--- src/design/mer_pkg.sv ---
// Shared types and constants of the midpoint ellipse rasterizer.
package mer_pkg;

    localparam int COORD_BITS    = 12;
    // A radius never exceeds half the coordinate range, so it fits COORD_BITS bits.
    localparam int RAD_W         = COORD_BITS;
    localparam int SQ_W          = 2 * RAD_W - 1;
    localparam int MUL_W         = 2 * SQ_W;
    localparam int OFS_W         = COORD_BITS + 2;
    localparam int DEC_W         = 4 * COORD_BITS + 8;
    localparam int PTS_PER_STEP  = 4;
    localparam int PT_W          = $clog2(PTS_PER_STEP);
    localparam logic [PT_W-1:0] PT_LAST = PT_W'(PTS_PER_STEP - 1);
    localparam int Q_DEPTH       = 2;
    localparam int Q_PTR_W       = $clog2(Q_DEPTH);
    localparam int Q_CNT_W       = Q_PTR_W + 1;

    typedef enum logic {
        REQ_START = 1'b0,
        REQ_STEP  = 1'b1
    } t_req;

    typedef enum logic [1:0] {
        RGN_ONE  = 2'd0,
        RGN_TWO  = 2'd1,
        RGN_DONE = 2'd2
    } t_region;

    typedef enum logic [3:0] {
        BK_IDLE,
        BK_MUL_RX,
        BK_MUL_RY,
        BK_MUL_Q,
        BK_MUL_R,
        BK_INIT,
        BK_CHECK,
        BK_R2INIT,
        BK_UPDATE,
        BK_EMIT,
        BK_DONE
    } t_back_state;

    typedef struct packed {
        logic                  req_type;
        logic [COORD_BITS-1:0] corner_a_x;
        logic [COORD_BITS-1:0] corner_a_y;
        logic [COORD_BITS-1:0] corner_b_x;
        logic [COORD_BITS-1:0] corner_b_y;
    } t_in_item;

    typedef struct packed {
        logic [COORD_BITS-1:0] point_x;
        logic [COORD_BITS-1:0] point_y;
        logic                  point_valid;
        logic                  last_of_step;
        logic                  finished;
    } t_out_item;

    typedef struct packed {
        logic                  is_step;
        logic [COORD_BITS-1:0] center_x;
        logic [COORD_BITS-1:0] center_y;
        logic [RAD_W-1:0]      rad_x;
        logic [RAD_W-1:0]      rad_y;
    } t_cmd;

    typedef struct packed {
        logic valid;
        t_cmd cmd;
    } t_q_wr;

    typedef struct packed {
        logic not_empty;
        t_cmd cmd;
    } t_q_rd;

endpackage

--- src/design/mer_front.sv ---
// Front end: takes input items, classifies them and derives center and radii.
module mer_front
    import mer_pkg::*;
(
    input  logic     i_in_valid,
    input  t_in_item i_in_item,
    input  logic     i_q_full,
    output logic     o_in_stall,
    output t_q_wr    o_q_wr
);

    logic [COORD_BITS:0]   sum_x;
    logic [COORD_BITS:0]   sum_y;
    logic [COORD_BITS-1:0] cen_x;
    logic [COORD_BITS-1:0] cen_y;

    // Center is the halved corner sum, rounded down.
    assign sum_x = {1'b0, i_in_item.corner_a_x} + {1'b0, i_in_item.corner_b_x};
    assign sum_y = {1'b0, i_in_item.corner_a_y} + {1'b0, i_in_item.corner_b_y};
    assign cen_x = sum_x[COORD_BITS:1];
    assign cen_y = sum_y[COORD_BITS:1];

    assign o_in_stall = i_q_full;

    always_comb begin
        o_q_wr.valid        = i_in_valid && !i_q_full;
        o_q_wr.cmd.is_step  = (i_in_item.req_type == REQ_STEP);
        o_q_wr.cmd.center_x = cen_x;
        o_q_wr.cmd.center_y = cen_y;
        if (i_in_item.corner_a_x >= cen_x) begin
            o_q_wr.cmd.rad_x = i_in_item.corner_a_x - cen_x;
        end else begin
            o_q_wr.cmd.rad_x = cen_x - i_in_item.corner_a_x;
        end
        if (i_in_item.corner_a_y >= cen_y) begin
            o_q_wr.cmd.rad_y = i_in_item.corner_a_y - cen_y;
        end else begin
            o_q_wr.cmd.rad_y = cen_y - i_in_item.corner_a_y;
        end
    end

endmodule

--- src/design/mer_queue.sv ---
// Short command queue between the front end and the back end.
module mer_queue
    import mer_pkg::*;
(
    input  logic  i_clk,
    input  logic  i_rst_n,
    input  t_q_wr i_wr,
    input  logic  i_pop,
    output logic  o_full,
    output t_q_rd o_rd
);

    t_cmd               r_mem [Q_DEPTH];
    logic [Q_PTR_W-1:0] r_wr_ptr;
    logic [Q_PTR_W-1:0] r_rd_ptr;
    logic [Q_CNT_W-1:0] r_count;

    assign o_full         = (r_count == Q_CNT_W'(Q_DEPTH));
    assign o_rd.not_empty = (r_count != '0);
    assign o_rd.cmd       = r_mem[r_rd_ptr];

    always_ff @(posedge i_clk) begin
        if (!i_rst_n) begin
            r_wr_ptr <= '0;
            r_rd_ptr <= '0;
            r_count  <= '0;
        end else begin
            if (i_wr.valid) begin
                r_wr_ptr <= r_wr_ptr + Q_PTR_W'(1);
            end
            if (i_pop) begin
                r_rd_ptr <= r_rd_ptr + Q_PTR_W'(1);
            end
            if (i_wr.valid && !i_pop) begin
                r_count <= r_count + Q_CNT_W'(1);
            end else if (!i_wr.valid && i_pop) begin
                r_count <= r_count - Q_CNT_W'(1);
            end
        end
    end

    always_ff @(posedge i_clk) begin
        if (i_wr.valid) begin
            r_mem[r_wr_ptr] <= i_wr.cmd;
        end
    end

endmodule

--- src/design/mer_back.sv ---
// Back end: sequencer with shared multiplier, incremental decision update and output register.
module mer_back
    import mer_pkg::*;
(
    input  logic      i_clk,
    input  logic      i_rst_n,
    input  t_q_rd     i_rd,
    input  logic      i_out_stall,
    output logic      o_pop,
    output logic      o_out_valid,
    output t_out_item o_out_item
);

    t_back_state r_state, n_state;
    t_region     r_region, n_region;
    logic [PT_W-1:0] r_pt, n_pt;
    logic        r_out_valid, n_out_valid;
    t_out_item   r_out_item, n_out_item;

    logic [COORD_BITS-1:0] r_cx, n_cx, r_cy, n_cy;
    logic [RAD_W-1:0]      r_rx, n_rx, r_ry, n_ry;
    logic [SQ_W-1:0]       r_rx2, n_rx2, r_ry2, n_ry2;
    logic [OFS_W-1:0]      r_x, n_x, r_y, n_y;
    // P = ry2*x, Q = rx2*y, S = ry2*x*x, T = rx2*y*y, RR = rx2*ry2.
    logic signed [DEC_W-1:0] r_p, n_p, r_q, n_q, r_s, n_s, r_t, n_t;
    logic signed [DEC_W-1:0] r_rr, n_rr, r_d, n_d, r_tmp, n_tmp;

    logic [SQ_W-1:0]  mul_a, mul_b;
    logic [MUL_W-1:0] mul_p;

    logic signed [DEC_W-1:0] rx2_e, ry2_e, rx2_12, ry2_12, gain;
    logic                    r1_goes_on, d_neg, out_free;
    logic [COORD_BITS-1:0]   x_c, y_c;

    assign mul_p  = mul_a * mul_b;
    assign rx2_e  = DEC_W'(r_rx2);
    assign ry2_e  = DEC_W'(r_ry2);
    assign rx2_12 = (rx2_e <<< 3) + (rx2_e <<< 2);
    assign ry2_12 = (ry2_e <<< 3) + (ry2_e <<< 2);
    assign gain   = (r_p <<< 3) + ry2_12;
    assign d_neg  = r_d[DEC_W-1];
    // Region one continues while 2*ry2*(x+1) < rx2*(2y-1).
    assign r1_goes_on = (r_y != '0) && (((r_p <<< 1) + (ry2_e <<< 1)) < ((r_q <<< 1) - rx2_e));
    assign out_free   = !r_out_valid || !i_out_stall;
    assign x_c = r_x[COORD_BITS-1:0];
    assign y_c = r_y[COORD_BITS-1:0];

    assign o_out_valid = r_out_valid;
    assign o_out_item  = r_out_item;

    always_comb begin
        n_state     = r_state;
        n_region    = r_region;
        n_pt        = r_pt;
        n_out_valid = r_out_valid && i_out_stall;
        n_out_item  = r_out_item;
        n_cx  = r_cx;
        n_cy  = r_cy;
        n_rx  = r_rx;
        n_ry  = r_ry;
        n_rx2 = r_rx2;
        n_ry2 = r_ry2;
        n_x   = r_x;
        n_y   = r_y;
        n_p   = r_p;
        n_q   = r_q;
        n_s   = r_s;
        n_t   = r_t;
        n_rr  = r_rr;
        n_d   = r_d;
        n_tmp = r_tmp;
        mul_a = '0;
        mul_b = '0;
        o_pop = 1'b0;
        case (r_state)
            BK_IDLE: begin
                if (i_rd.not_empty) begin
                    o_pop = 1'b1;
                    if (i_rd.cmd.is_step) begin
                        n_state = BK_CHECK;
                    end else begin
                        n_cx    = i_rd.cmd.center_x;
                        n_cy    = i_rd.cmd.center_y;
                        n_rx    = i_rd.cmd.rad_x;
                        n_ry    = i_rd.cmd.rad_y;
                        n_state = BK_MUL_RX;
                    end
                end
            end
            BK_MUL_RX: begin
                mul_a   = SQ_W'(r_rx);
                mul_b   = SQ_W'(r_rx);
                n_rx2   = mul_p[SQ_W-1:0];
                n_state = BK_MUL_RY;
            end
            BK_MUL_RY: begin
                mul_a   = SQ_W'(r_ry);
                mul_b   = SQ_W'(r_ry);
                n_ry2   = mul_p[SQ_W-1:0];
                n_state = BK_MUL_Q;
            end
            BK_MUL_Q: begin
                mul_a   = r_rx2;
                mul_b   = SQ_W'(r_ry);
                n_q     = DEC_W'(mul_p);
                n_state = BK_MUL_R;
            end
            BK_MUL_R: begin
                mul_a   = r_rx2;
                mul_b   = r_ry2;
                n_rr    = DEC_W'(mul_p);
                n_t     = DEC_W'(mul_p);
                n_state = BK_INIT;
            end
            BK_INIT: begin
                n_d      = (ry2_e <<< 2) - (r_q <<< 2) + rx2_e;
                n_region = RGN_ONE;
                n_x      = '0;
                n_y      = OFS_W'(r_ry);
                n_p      = '0;
                n_s      = '0;
                n_state  = BK_IDLE;
            end
            BK_CHECK: begin
                if (r_region == RGN_ONE && !r1_goes_on) begin
                    // Enter region two: first half of the squared start form.
                    n_region = RGN_TWO;
                    n_tmp    = (r_s <<< 2) + (r_p <<< 2) + (r_t <<< 2) - (r_rr <<< 2);
                    n_state  = BK_R2INIT;
                end else begin
                    n_state  = BK_UPDATE;
                end
            end
            BK_R2INIT: begin
                n_d     = r_tmp + ry2_e - (r_q <<< 3) + (rx2_e <<< 2);
                n_state = BK_UPDATE;
            end
            BK_UPDATE: begin
                case (r_region)
                    RGN_ONE: begin
                        n_x = r_x + OFS_W'(1);
                        n_p = r_p + ry2_e;
                        n_s = r_s + (r_p <<< 1) + ry2_e;
                        if (d_neg) begin
                            n_d = r_d + gain;
                        end else begin
                            n_d = r_d + gain + (rx2_e <<< 3) - (r_q <<< 3);
                            n_y = r_y - OFS_W'(1);
                            n_q = r_q - rx2_e;
                            n_t = r_t - (r_q <<< 1) + rx2_e;
                        end
                        n_pt    = '0;
                        n_state = BK_EMIT;
                    end
                    RGN_TWO: begin
                        if (r_y == '0) begin
                            n_region = RGN_DONE;
                            n_state  = BK_DONE;
                        end else begin
                            n_y = r_y - OFS_W'(1);
                            n_q = r_q - rx2_e;
                            n_t = r_t - (r_q <<< 1) + rx2_e;
                            if (d_neg) begin
                                n_x = r_x + OFS_W'(1);
                                n_p = r_p + ry2_e;
                                n_s = r_s + (r_p <<< 1) + ry2_e;
                                n_d = r_d + (r_p <<< 3) - (r_q <<< 3) + (ry2_e <<< 3)
                                    + rx2_12;
                            end else begin
                                n_d = r_d + rx2_12 - (r_q <<< 3);
                            end
                            n_pt    = '0;
                            n_state = BK_EMIT;
                        end
                    end
                    default: begin
                        n_state = BK_DONE;
                    end
                endcase
            end
            BK_EMIT: begin
                if (out_free) begin
                    n_out_valid             = 1'b1;
                    n_out_item.point_x      = r_pt[1] ? (r_cx - x_c) : (r_cx + x_c);
                    n_out_item.point_y      = r_pt[0] ? (r_cy - y_c) : (r_cy + y_c);
                    n_out_item.point_valid  = 1'b1;
                    n_out_item.last_of_step = (r_pt == PT_LAST);
                    n_out_item.finished     = 1'b0;
                    if (r_pt == PT_LAST) begin
                        n_pt    = '0;
                        n_state = BK_IDLE;
                    end else begin
                        n_pt = r_pt + PT_W'(1);
                    end
                end
            end
            BK_DONE: begin
                if (out_free) begin
                    n_out_valid             = 1'b1;
                    n_out_item.point_x      = '0;
                    n_out_item.point_y      = '0;
                    n_out_item.point_valid  = 1'b0;
                    n_out_item.last_of_step = 1'b1;
                    n_out_item.finished     = 1'b1;
                    n_state                 = BK_IDLE;
                end
            end
            default: begin
                n_state = BK_IDLE;
            end
        endcase
    end

    always_ff @(posedge i_clk) begin
        if (!i_rst_n) begin
            r_state     <= BK_IDLE;
            r_region    <= RGN_DONE;
            r_pt        <= '0;
            r_out_valid <= 1'b0;
        end else begin
            r_state     <= n_state;
            r_region    <= n_region;
            r_pt        <= n_pt;
            r_out_valid <= n_out_valid;
        end
    end

    always_ff @(posedge i_clk) begin
        r_out_item <= n_out_item;
        r_cx  <= n_cx;
        r_cy  <= n_cy;
        r_rx  <= n_rx;
        r_ry  <= n_ry;
        r_rx2 <= n_rx2;
        r_ry2 <= n_ry2;
        r_x   <= n_x;
        r_y   <= n_y;
        r_p   <= n_p;
        r_q   <= n_q;
        r_s   <= n_s;
        r_t   <= n_t;
        r_rr  <= n_rr;
        r_d   <= n_d;
        r_tmp <= n_tmp;
    end

endmodule

--- src/design/midpoint_ellipse_rasterizer.sv ---
// Top level of the midpoint ellipse rasterizer.
// A start item (req_type 0) takes two bounding-box corners: the center is their
// halved sum per axis, rounded down, and the radii are the distances of corner A
// from it; a start item returns nothing. Each step item (req_type 1) advances the
// two-region midpoint walk by one pixel step and returns four mirrored points in
// the order (cx+x,cy+y), (cx+x,cy-y), (cx-x,cy+y), (cx-x,cy-y), the last one
// flagged last_of_step; coordinates wrap to 12 bits. A step on a finished outline,
// after reset, or for a zero y radius returns one item with point_valid 0,
// last_of_step 1 and finished 1. Items pass a two-entry queue from the front end
// to a back-end sequencer, so up to two items are still taken while the back end
// works or the output is stalled. The back end keeps the decision value scaled by
// four and tracks ry^2*x, rx^2*y and their squared forms incrementally, so a step
// needs only adds: a pixel step runs the check, the region-two setup on the step
// that enters region two and the update, then emits its four points one at a
// time through the single-point output register, waiting while it is stalled; a
// start runs the one shared multiplier that forms rx^2, ry^2, rx^2*ry and
// rx^2*ry^2, then sets up the walk; a finished step ends in its finished item.
module midpoint_ellipse_rasterizer
    import mer_pkg::*;
(
    input  logic      i_clk,
    input  logic      i_rst_n,
    input  logic      i_in_valid,
    output logic      o_in_stall,
    input  t_in_item  i_in_item,
    output logic      o_out_valid,
    input  logic      i_out_stall,
    output t_out_item o_out_item
);

    t_q_wr q_wr;
    t_q_rd q_rd;
    logic  q_full;
    logic  q_pop;

    // Classify the item and derive center and radii.
    mer_front u_front (
        .i_in_valid (i_in_valid),
        .i_in_item  (i_in_item),
        .i_q_full   (q_full),
        .o_in_stall (o_in_stall),
        .o_q_wr     (q_wr)
    );

    // Decouple intake from execution.
    mer_queue u_queue (
        .i_clk   (i_clk),
        .i_rst_n (i_rst_n),
        .i_wr    (q_wr),
        .i_pop   (q_pop),
        .o_full  (q_full),
        .o_rd    (q_rd)
    );

    // Run the walk and drive the output register.
    mer_back u_back (
        .i_clk       (i_clk),
        .i_rst_n     (i_rst_n),
        .i_rd        (q_rd),
        .i_out_stall (i_out_stall),
        .o_pop       (q_pop),
        .o_out_valid (o_out_valid),
        .o_out_item  (o_out_item)
    );

endmodule

--- config.mk ---
export PLATFORM = sky130hd
export DESIGN_NAME = midpoint_ellipse_rasterizer
export DESIGN_NICKNAME = d
export VERILOG_FILES = /design/src/design/mer_pkg.sv /design/src/design/mer_front.sv /design/src/design/mer_queue.sv /design/src/design/mer_back.sv /design/src/design/midpoint_ellipse_rasterizer.sv
export SDC_FILE = /design/constraint.sdc
export NUM_CORES = 2
export LEC_CHECK = 0
export BUFFER_PORTS_ARGS = -buffer_cell sky130_fd_sc_hd__buf_2
export CAP_MARGIN = 15
export CORE_ASPECT_RATIO = 0.7
export CORE_MARGIN = 2
export CORE_UTILIZATION = 40
export CTS_BUF_LIST = sky130_fd_sc_hd__clkbuf_8
export CTS_CLUSTER_DIAMETER = 200
export CTS_CLUSTER_SIZE = 28
export DETAILED_ROUTE_END_ITERATION = 6
export PLACE_DENSITY_LB_ADDON = 0.12
export SLEW_MARGIN = 25
export SYNTH_ARGS = -nofsm -noshare
export SYNTH_HDL_FRONTEND = slang
export SYNTH_SLANG_ARGS = --single-unit
--- constraint.sdc ---
create_clock -name i_clk -period 12.7 [get_ports i_clk]
set_clock_uncertainty 0.05 [all_clocks]
set_input_delay 1.905 -clock i_clk [delete_from_list [all_inputs] [get_ports i_clk]]
set_output_delay 1.905 -clock i_clk [all_outputs]
set_load 0.01 [all_outputs]
Yosys cells after proc, flatten, opt, wreduce, memory -nomap -nowiden
Memories as Yosys holds them, arrays and structs flattened. A register that Yosys moved wholly into a read port is not among the register bits.
Cells that the tools add are included.
{"block": "totals", "elab_cells": 208, "ff_bits": 544, "in_bits": 53, "mem_bits_rw": 98, "n_memories": 1}
{"block": "classes", "n_reduce_logical": 40, "n_bitwise": 1, "multipliers": 1, "order_cmp": 3, "n_mux": 66, "n_eq_ne": 24, "addsub": 45}
{"name": "u_queue.r_mem", "depth": 2, "width": 49, "rd": 1, "rd_ports_with_merged_regs": 1, "wr": 1, "line_no": "mer_queue.sv:13", "rtl": "t_cmd r_mem [Q_DEPTH];"}
{"cell": "56-bit one-hot mux with 2 select lines", "n": 9}
{"cell": "56-bit 2-to-1 mux", "n": 11}
{"cell": "56-bit adder", "n": 8}
{"cell": "56-bit by 24-bit adder with 56-bit output", "n": 5}
{"cell": "56-bit subtractor", "n": 5}
{"cell": "56-bit one-hot mux with 3 select lines", "n": 1}
{"cell": "23-bit one-hot mux with 3 select lines", "n": 2}
{"cell": "56-bit by 27-bit adder with 56-bit output", "n": 2}
{"cell": "14-bit one-hot mux with 2 select lines", "n": 4}
{"cell": "56-bit by 24-bit subtractor with 56-bit output", "n": 2}
{"cell": "12-bit subtractor", "n": 6}
{"cell": "56-bit by 25-bit adder with 56-bit output", "n": 1}
{"cell": "56-bit by 26-bit adder with 56-bit output", "n": 1}
{"cell": "56-bit less-than comparator", "n": 1}
{"cell": "14-bit 2-to-1 mux", "n": 4}
{"cell": "26-bit by 56-bit subtractor with 56-bit output", "n": 1}
{"cell": "56-bit by 49-bit subtractor with 56-bit output", "n": 1}
{"cell": "26-bit by 25-bit adder with 27-bit output", "n": 2}
{"cell": "27-bit 2-to-1 mux", "n": 2}
{"cell": "27-bit one-hot mux with 2 select lines", "n": 1}
{"cell": "12-bit 2-to-1 mux", "n": 4}
{"cell": "23-bit by 23-bit multiplier with 46-bit output", "n": 1}
{"cell": "4-bit one-hot mux with 10 select lines", "n": 1}
{"cell": "4-bit AND reduction", "n": 7}
{"cell": "other kinds (39)", "n": 98}

Depth between registers and ports, before layout
{"block": "depth", "word_depth": 8, "depth_mapped": 41}

Cells and area by module
Synthesis repeated with hierarchy kept, for this count alone.
{"block": "unflattened", "hier_cells": 9946, "hier_area_um2": 90325.4}
{"mod": "mer_back", "seq_area_each_um2": 15795.1, "cells_each": 9329, "area_each_um2": 83327.4, "n_inst": 1}
{"mod": "mer_queue", "seq_area_each_um2": 3042.9, "cells_each": 174, "area_each_um2": 3753.6, "n_inst": 1}
{"mod": "mer_front", "seq_area_each_um2": 0.0, "cells_each": 443, "area_each_um2": 3244.4, "n_inst": 1}

Worst setup path before layout
No wires, ideal clock.
{"block": "synth_path", "path_type": "reg-to-reg", "from": "register u_back.r_state[2]", "to": "register u_back.r_q[44], data pin", "stages_incl_launch_ff": 30, "synth_period_minus_slack_ns": 9.636, "arrival_time_ns": 9.326, "n_path_buf": 5, "setup_time_ns": 0.260, "required_ns": 12.390, "path_slack_ns": 3.064, "path_cell_list": "dfxtp_1 > clkbuf_1 > nor2b_1 > and2_1 > clkbuf_1 > clkbuf_1 > buf_1 > buf_1 > nand3_1 > fa_1 > inv_1 > fa_1 > fa_1 > fa_1 > fa_1 > fa_1 > inv_1 > fa_1 > inv_1 > ha_1 > a21o_1 > a21o_1 > a21o_1 > a211oi_1 > o31ai_1 > a31oi_1 > o21ai_0 > a311oi_1 > xnor2_1 > mux2_2"}
{"block": "synth_via", "elab_chain_len": 5, "elab_cells_between_ends": 11, "cone_classes": "mul (1); eq/ne (5); mux (3); reduce/logical (2)"}
{"item": "start: declaration", "line_no": "mer_back.sv:14", "rtl": "t_back_state r_state, n_state;"}
{"item": "start signal: assignment", "line_no": "mer_back.sv:221", "rtl": "r_state <= n_state;"}
{"item": "4-bit by 2-bit equality test with 1-bit output / 4-bit by 3-bit equality test with 1-bit output (equally long branches)", "line_no": "mer_back.sv:75", "rtl": "case (r_state)"}
{"item": "2-bit OR reduction (no line)"}
{"item": "23-bit one-hot mux with 3 select lines", "line_no": "mer_back.sv:75"}
{"item": "23-bit by 23-bit multiplier with 46-bit output (*)", "line_no": "mer_back.sv:35", "rtl": "assign mul_p = mul_a * mul_b;"}
{"item": "net u_back.mul_p[44]", "line_no": "mer_back.sv:29", "rtl": "logic [MUL_W-1:0] mul_p;"}
{"item": "56-bit one-hot mux with 2 select lines (*)", "line_no": "mer_back.sv:75"}
{"item": "net u_back.n_q[44]", "line_no": "mer_back.sv:25", "rtl": "logic signed [DEC_W-1:0] r_p, n_p, r_q, n_q, r_s, n_s, r_t, n_t;"}
{"item": "end signal: assignment", "line_no": "mer_back.sv:239", "rtl": "r_q <= n_q;"}
{"item": "end: declaration", "line_no": "mer_back.sv:25"}
Mark *: on every way through the listed nets, which the timed path passes. The rest lies on a longest branch.
A chain may end at the register's enable or synchronous reset.

Worst setup path after layout
{"block": "layout_path", "from": "register u_back.r_state[2]", "to": "register u_back.r_q[40], data pin"}
Same word-level chain as after synthesis.

==> summary.txt <==
Run status
  • Status: finished clean

Synthesis
  • Synth Net Count: 12110
  • Prevailing post-synth register cell: edfxtp_1
  • Post-Syn Area: 0.09068 sq mm
  • Post-synth top area cell: edfxtp_1
  • EDFF count, synth: 618
  • Largest family of logic cells by synthesized area: adder cells
  • Post-synthesis xor/xnor area fraction: 0.07177
  • Post-synthesis sequential area ratio: 0.2077
  • Post-Synth Simple-Gate Area: 0.1312
  • Multiplexer area fraction after synthesis: 0.01319
  • Syn avg cell area: 8.984 sq um
  • Synth Area in Adders: 0.3384
  • Compound-gate portion of the synthesized area: 0.1655
  • Post-synthesis cell type count: 88
  • Cells after Synth: between 10000 and 15000
  • Ys async rst share: 0
  • Share of the synthesized area in the top cell type: 0.2047
  • Synth warnings: 0
  • Largest cells by area after synthesis: edfxtp_1, fa_1, ha_1
  • Synth Register Bits: 632

GRT
  • First-pass GRT wire length: 503900 microns
  • GRT Residual Overflow: 0
  • Global route hottest layer: met1
  • Vias in the first global route: 74260
  • GR Util met3: 0.06833
  • Global-route track usage on met2: 0.3723
  • Antenna violations before repair: 8
  • Largest net degree at the start of global routing: 71
  • Met1 usage: 0.4928
  • Total track usage: 0.2935

Clock network
  • Clk sinks: 632
  • Post-CTS Hold Fix Bufs: 0
  • Clock latency on the worst-skew pair: 0.90 ns
  • Setup Fix Bufs, Post-CTS: 0
  • CTS root buf: clkbuf_8
  • CTS Buf Count: 27
  • Clock transition at path regs: 0.18 ns
  • Number of instances resized during post-cts repair: 0
  • Max Buffers Root-to-Sink: 3
  • H-tree depth: 1
  • CTS tree: done

Layout
  • Fraction of layout cells with a size suffix above 1: 0.04330
  • Fill cells: 22570
  • Final-stage net count: 12080
  • Footprint of the multi-input gates: 0.06544 sq mm
  • Area Overhead vs Synth: 5.421%
  • Cell area after layout: between 0.09 and 0.1 sq mm
  • Sequential Area: 0.01884 sq mm
  • Final std cells w/o fill: approximately 13000

STA
  • Final worst slack: 1.489 ns
  • Slew Limit Headroom: 0.2646
  • RSZ-0062 raised after global routing: no
  • Minimum clock period: between 10 and 15 ns
  • Final Max Slew Viols: 0
  • Final setup TNS: 0 ns
  • Final period utilization: 0.8827
  • Max frequency: ~0.089 GHz
  • Worst-Margin Slew: 1.100 ns
  • Setup-failing EPs final: 0
  • Hold Fails Final Rpt: 0

Placed design
  • Post-DP HPWL: just under 300000 microns
  • Routability-driven placement congestion ratio: slightly below 1
  • Place WS: 1.602 ns
  • Inst Count DP: between 10000 and 15000
  • Placed Area: 0.09510 sq mm
  • # port buffers: 81

Worst setup path
  • Critical Path Max Stage Delay: 0.85 ns
  • Crit path arrival time: 11.84 ns
  • Crit-path most repeated cell: fa_1
  • CP Data Required Time: 13.33 ns
  • Slowest cell on crit path: nor2b_1
  • Crit path capture type: register
  • Setup CP Type: reg -> reg
  • Startpoint Class: register
  • CP delay by family, top: adder cells
  • Crit-path max FO: 37
  • Crit path buf inv count: 7

Route
  • Avg WL per Cell: between 20 and 30 microns
  • Initial drt markers: 9757
  • Routed Wire Length: 344200 microns
  • ANT nets after route: 0
  • DR DRC count: 0
  • Pre-antenna DRT Iters: 6
  • Vias per inst: 5.857
  • Routed vias: 76770

Floorplanning
  • Starting Density: 0.4016
  • Core region area: about 0.23 sq mm
  • Std cell rows: 146
  • Die height: between 400 and 500 microns
  • Die W: 573.1 microns
  • I/O pin total: just over 80
  • Die area: 0.2306 sq mm

Hold path
  • Hold Path Class: reg -> reg

Flow run
  • Max cap viols: 0
[cells in the mapped netlist (174+ instances only)]
master	n
inv_1	1429
ha_1	1160
nand2_1	908
fa_1	808
a21oi_1	687
nor2_1	643
edfxtp_1	618
xnor2_1	517
o21ai_0	471
a21o_1	398
clkbuf_1	288
xor2_1	226
nand3_1	174
[area by class of cell]
cell class	count	area share
Clock inverter	12	0.0008115
Timing Repair Buffer	246	0.01758
Inverter	1433	0.05627
Antenna cell	4	0.0001047
Tap cell	3034	0.03971
Multi-Input combinational cell	7719	0.6846
Clock buffer	27	0.003887
Sequential cell	632	0.1971
[cell usage in the layout, fill, tap and decap left out, types with 87 or more instances in the layout]
cell	instances
and3_1	97
nor2_1	631
o21ai_0	470
o21bai_1	121
nor2b_1	90
nand2b_1	93
ha_1	1160
o21a_1	87
a21o_1	398
nand3_1	173
a21oi_1	685
fa_1	808
edfxtp_1	618
buf_4	162
nand2_1	905
nand4_1	93
xor2_1	226
inv_1	1436
and2_1	107
nor3_1	148
xnor2_1	517
[kinds of logic (layout without fill, tap and decap cells)]
logic type               Yosys count  count (layout)
AND/OR/NAND/NOR                 2559            2559
XOR/XNOR                         743             743
other                              0               4
buffers and inverters           1742            1718
adder cells (fa/ha/maj)         1968            1968
flip-flops                       632             632
AO/OA/AOI/OAI                   2348            2348
multiplexers                     101             101
[metal layers]
layer	part of all wire	up-vias
li1	-	34570
met1	0.51	38080
met2	0.36	3878
met3	0.12	238
met4	0.015	4
met5	0.000076	-
[stage by stage]
step	hold WS [ns]	utilization
finish	0.5202	0.4234
global route	0.5375	0.4233
CTS	0.5215	0.4232
detailed placement	0.4806	0.4212
global placement	0.4562	0.4211
floorplan	0.4368	-
[path summary, 6_finish.rpt]
| kind | from | to | slack (ns) | cells past startpoint |
|---|---|---|---|---|
| max | u_back.r_state[2] | u_back.r_q[40] | 1.49 | 31 |
| min | u_queue.r_mem[1][29] | u_back.r_cy[5] | 0.52 | 1 |
| max reg2reg | u_back.r_state[2] | u_back.r_q[40] | 1.49 | 31 |
| min reg2reg | u_queue.r_mem[1][29] | u_back.r_cy[5] | 0.52 | 1 |
[worst reg2reg max path: cells and delay by family, from the launching register on]
kind | cells | cell delay [ns]
and+or+nand+nor | 9 | 3.21
AOI/OAI and AO/OA | 6 | 2.02
adders and majority gates | 8 | 3.90
buffers and inverters | 7 | 0.95
DFF | 1 | 0.54
xor gates and xnor gates | 1 | 0.40
[sequential cells by signal, indices dropped and copies added (netlist names), 23 cells and up, named ones only]
| register | flops |
|---|---|
| u_back.o_out_item | 27 |
| u_back.r_d | 55 |
| u_back.r_p | 55 |
| u_back.r_q | 55 |
| u_back.r_rr | 46 |
| u_back.r_rx2 | 23 |
| u_back.r_ry2 | 23 |
| u_back.r_s | 54 |
| u_back.r_t | 54 |
| u_back.r_tmp | 54 |
| u_queue.r_mem | 98 |
Power is left out: the tool's default activity adds up to more than one toggle a clock period on the data nets, which glitch-free logic cannot reach.
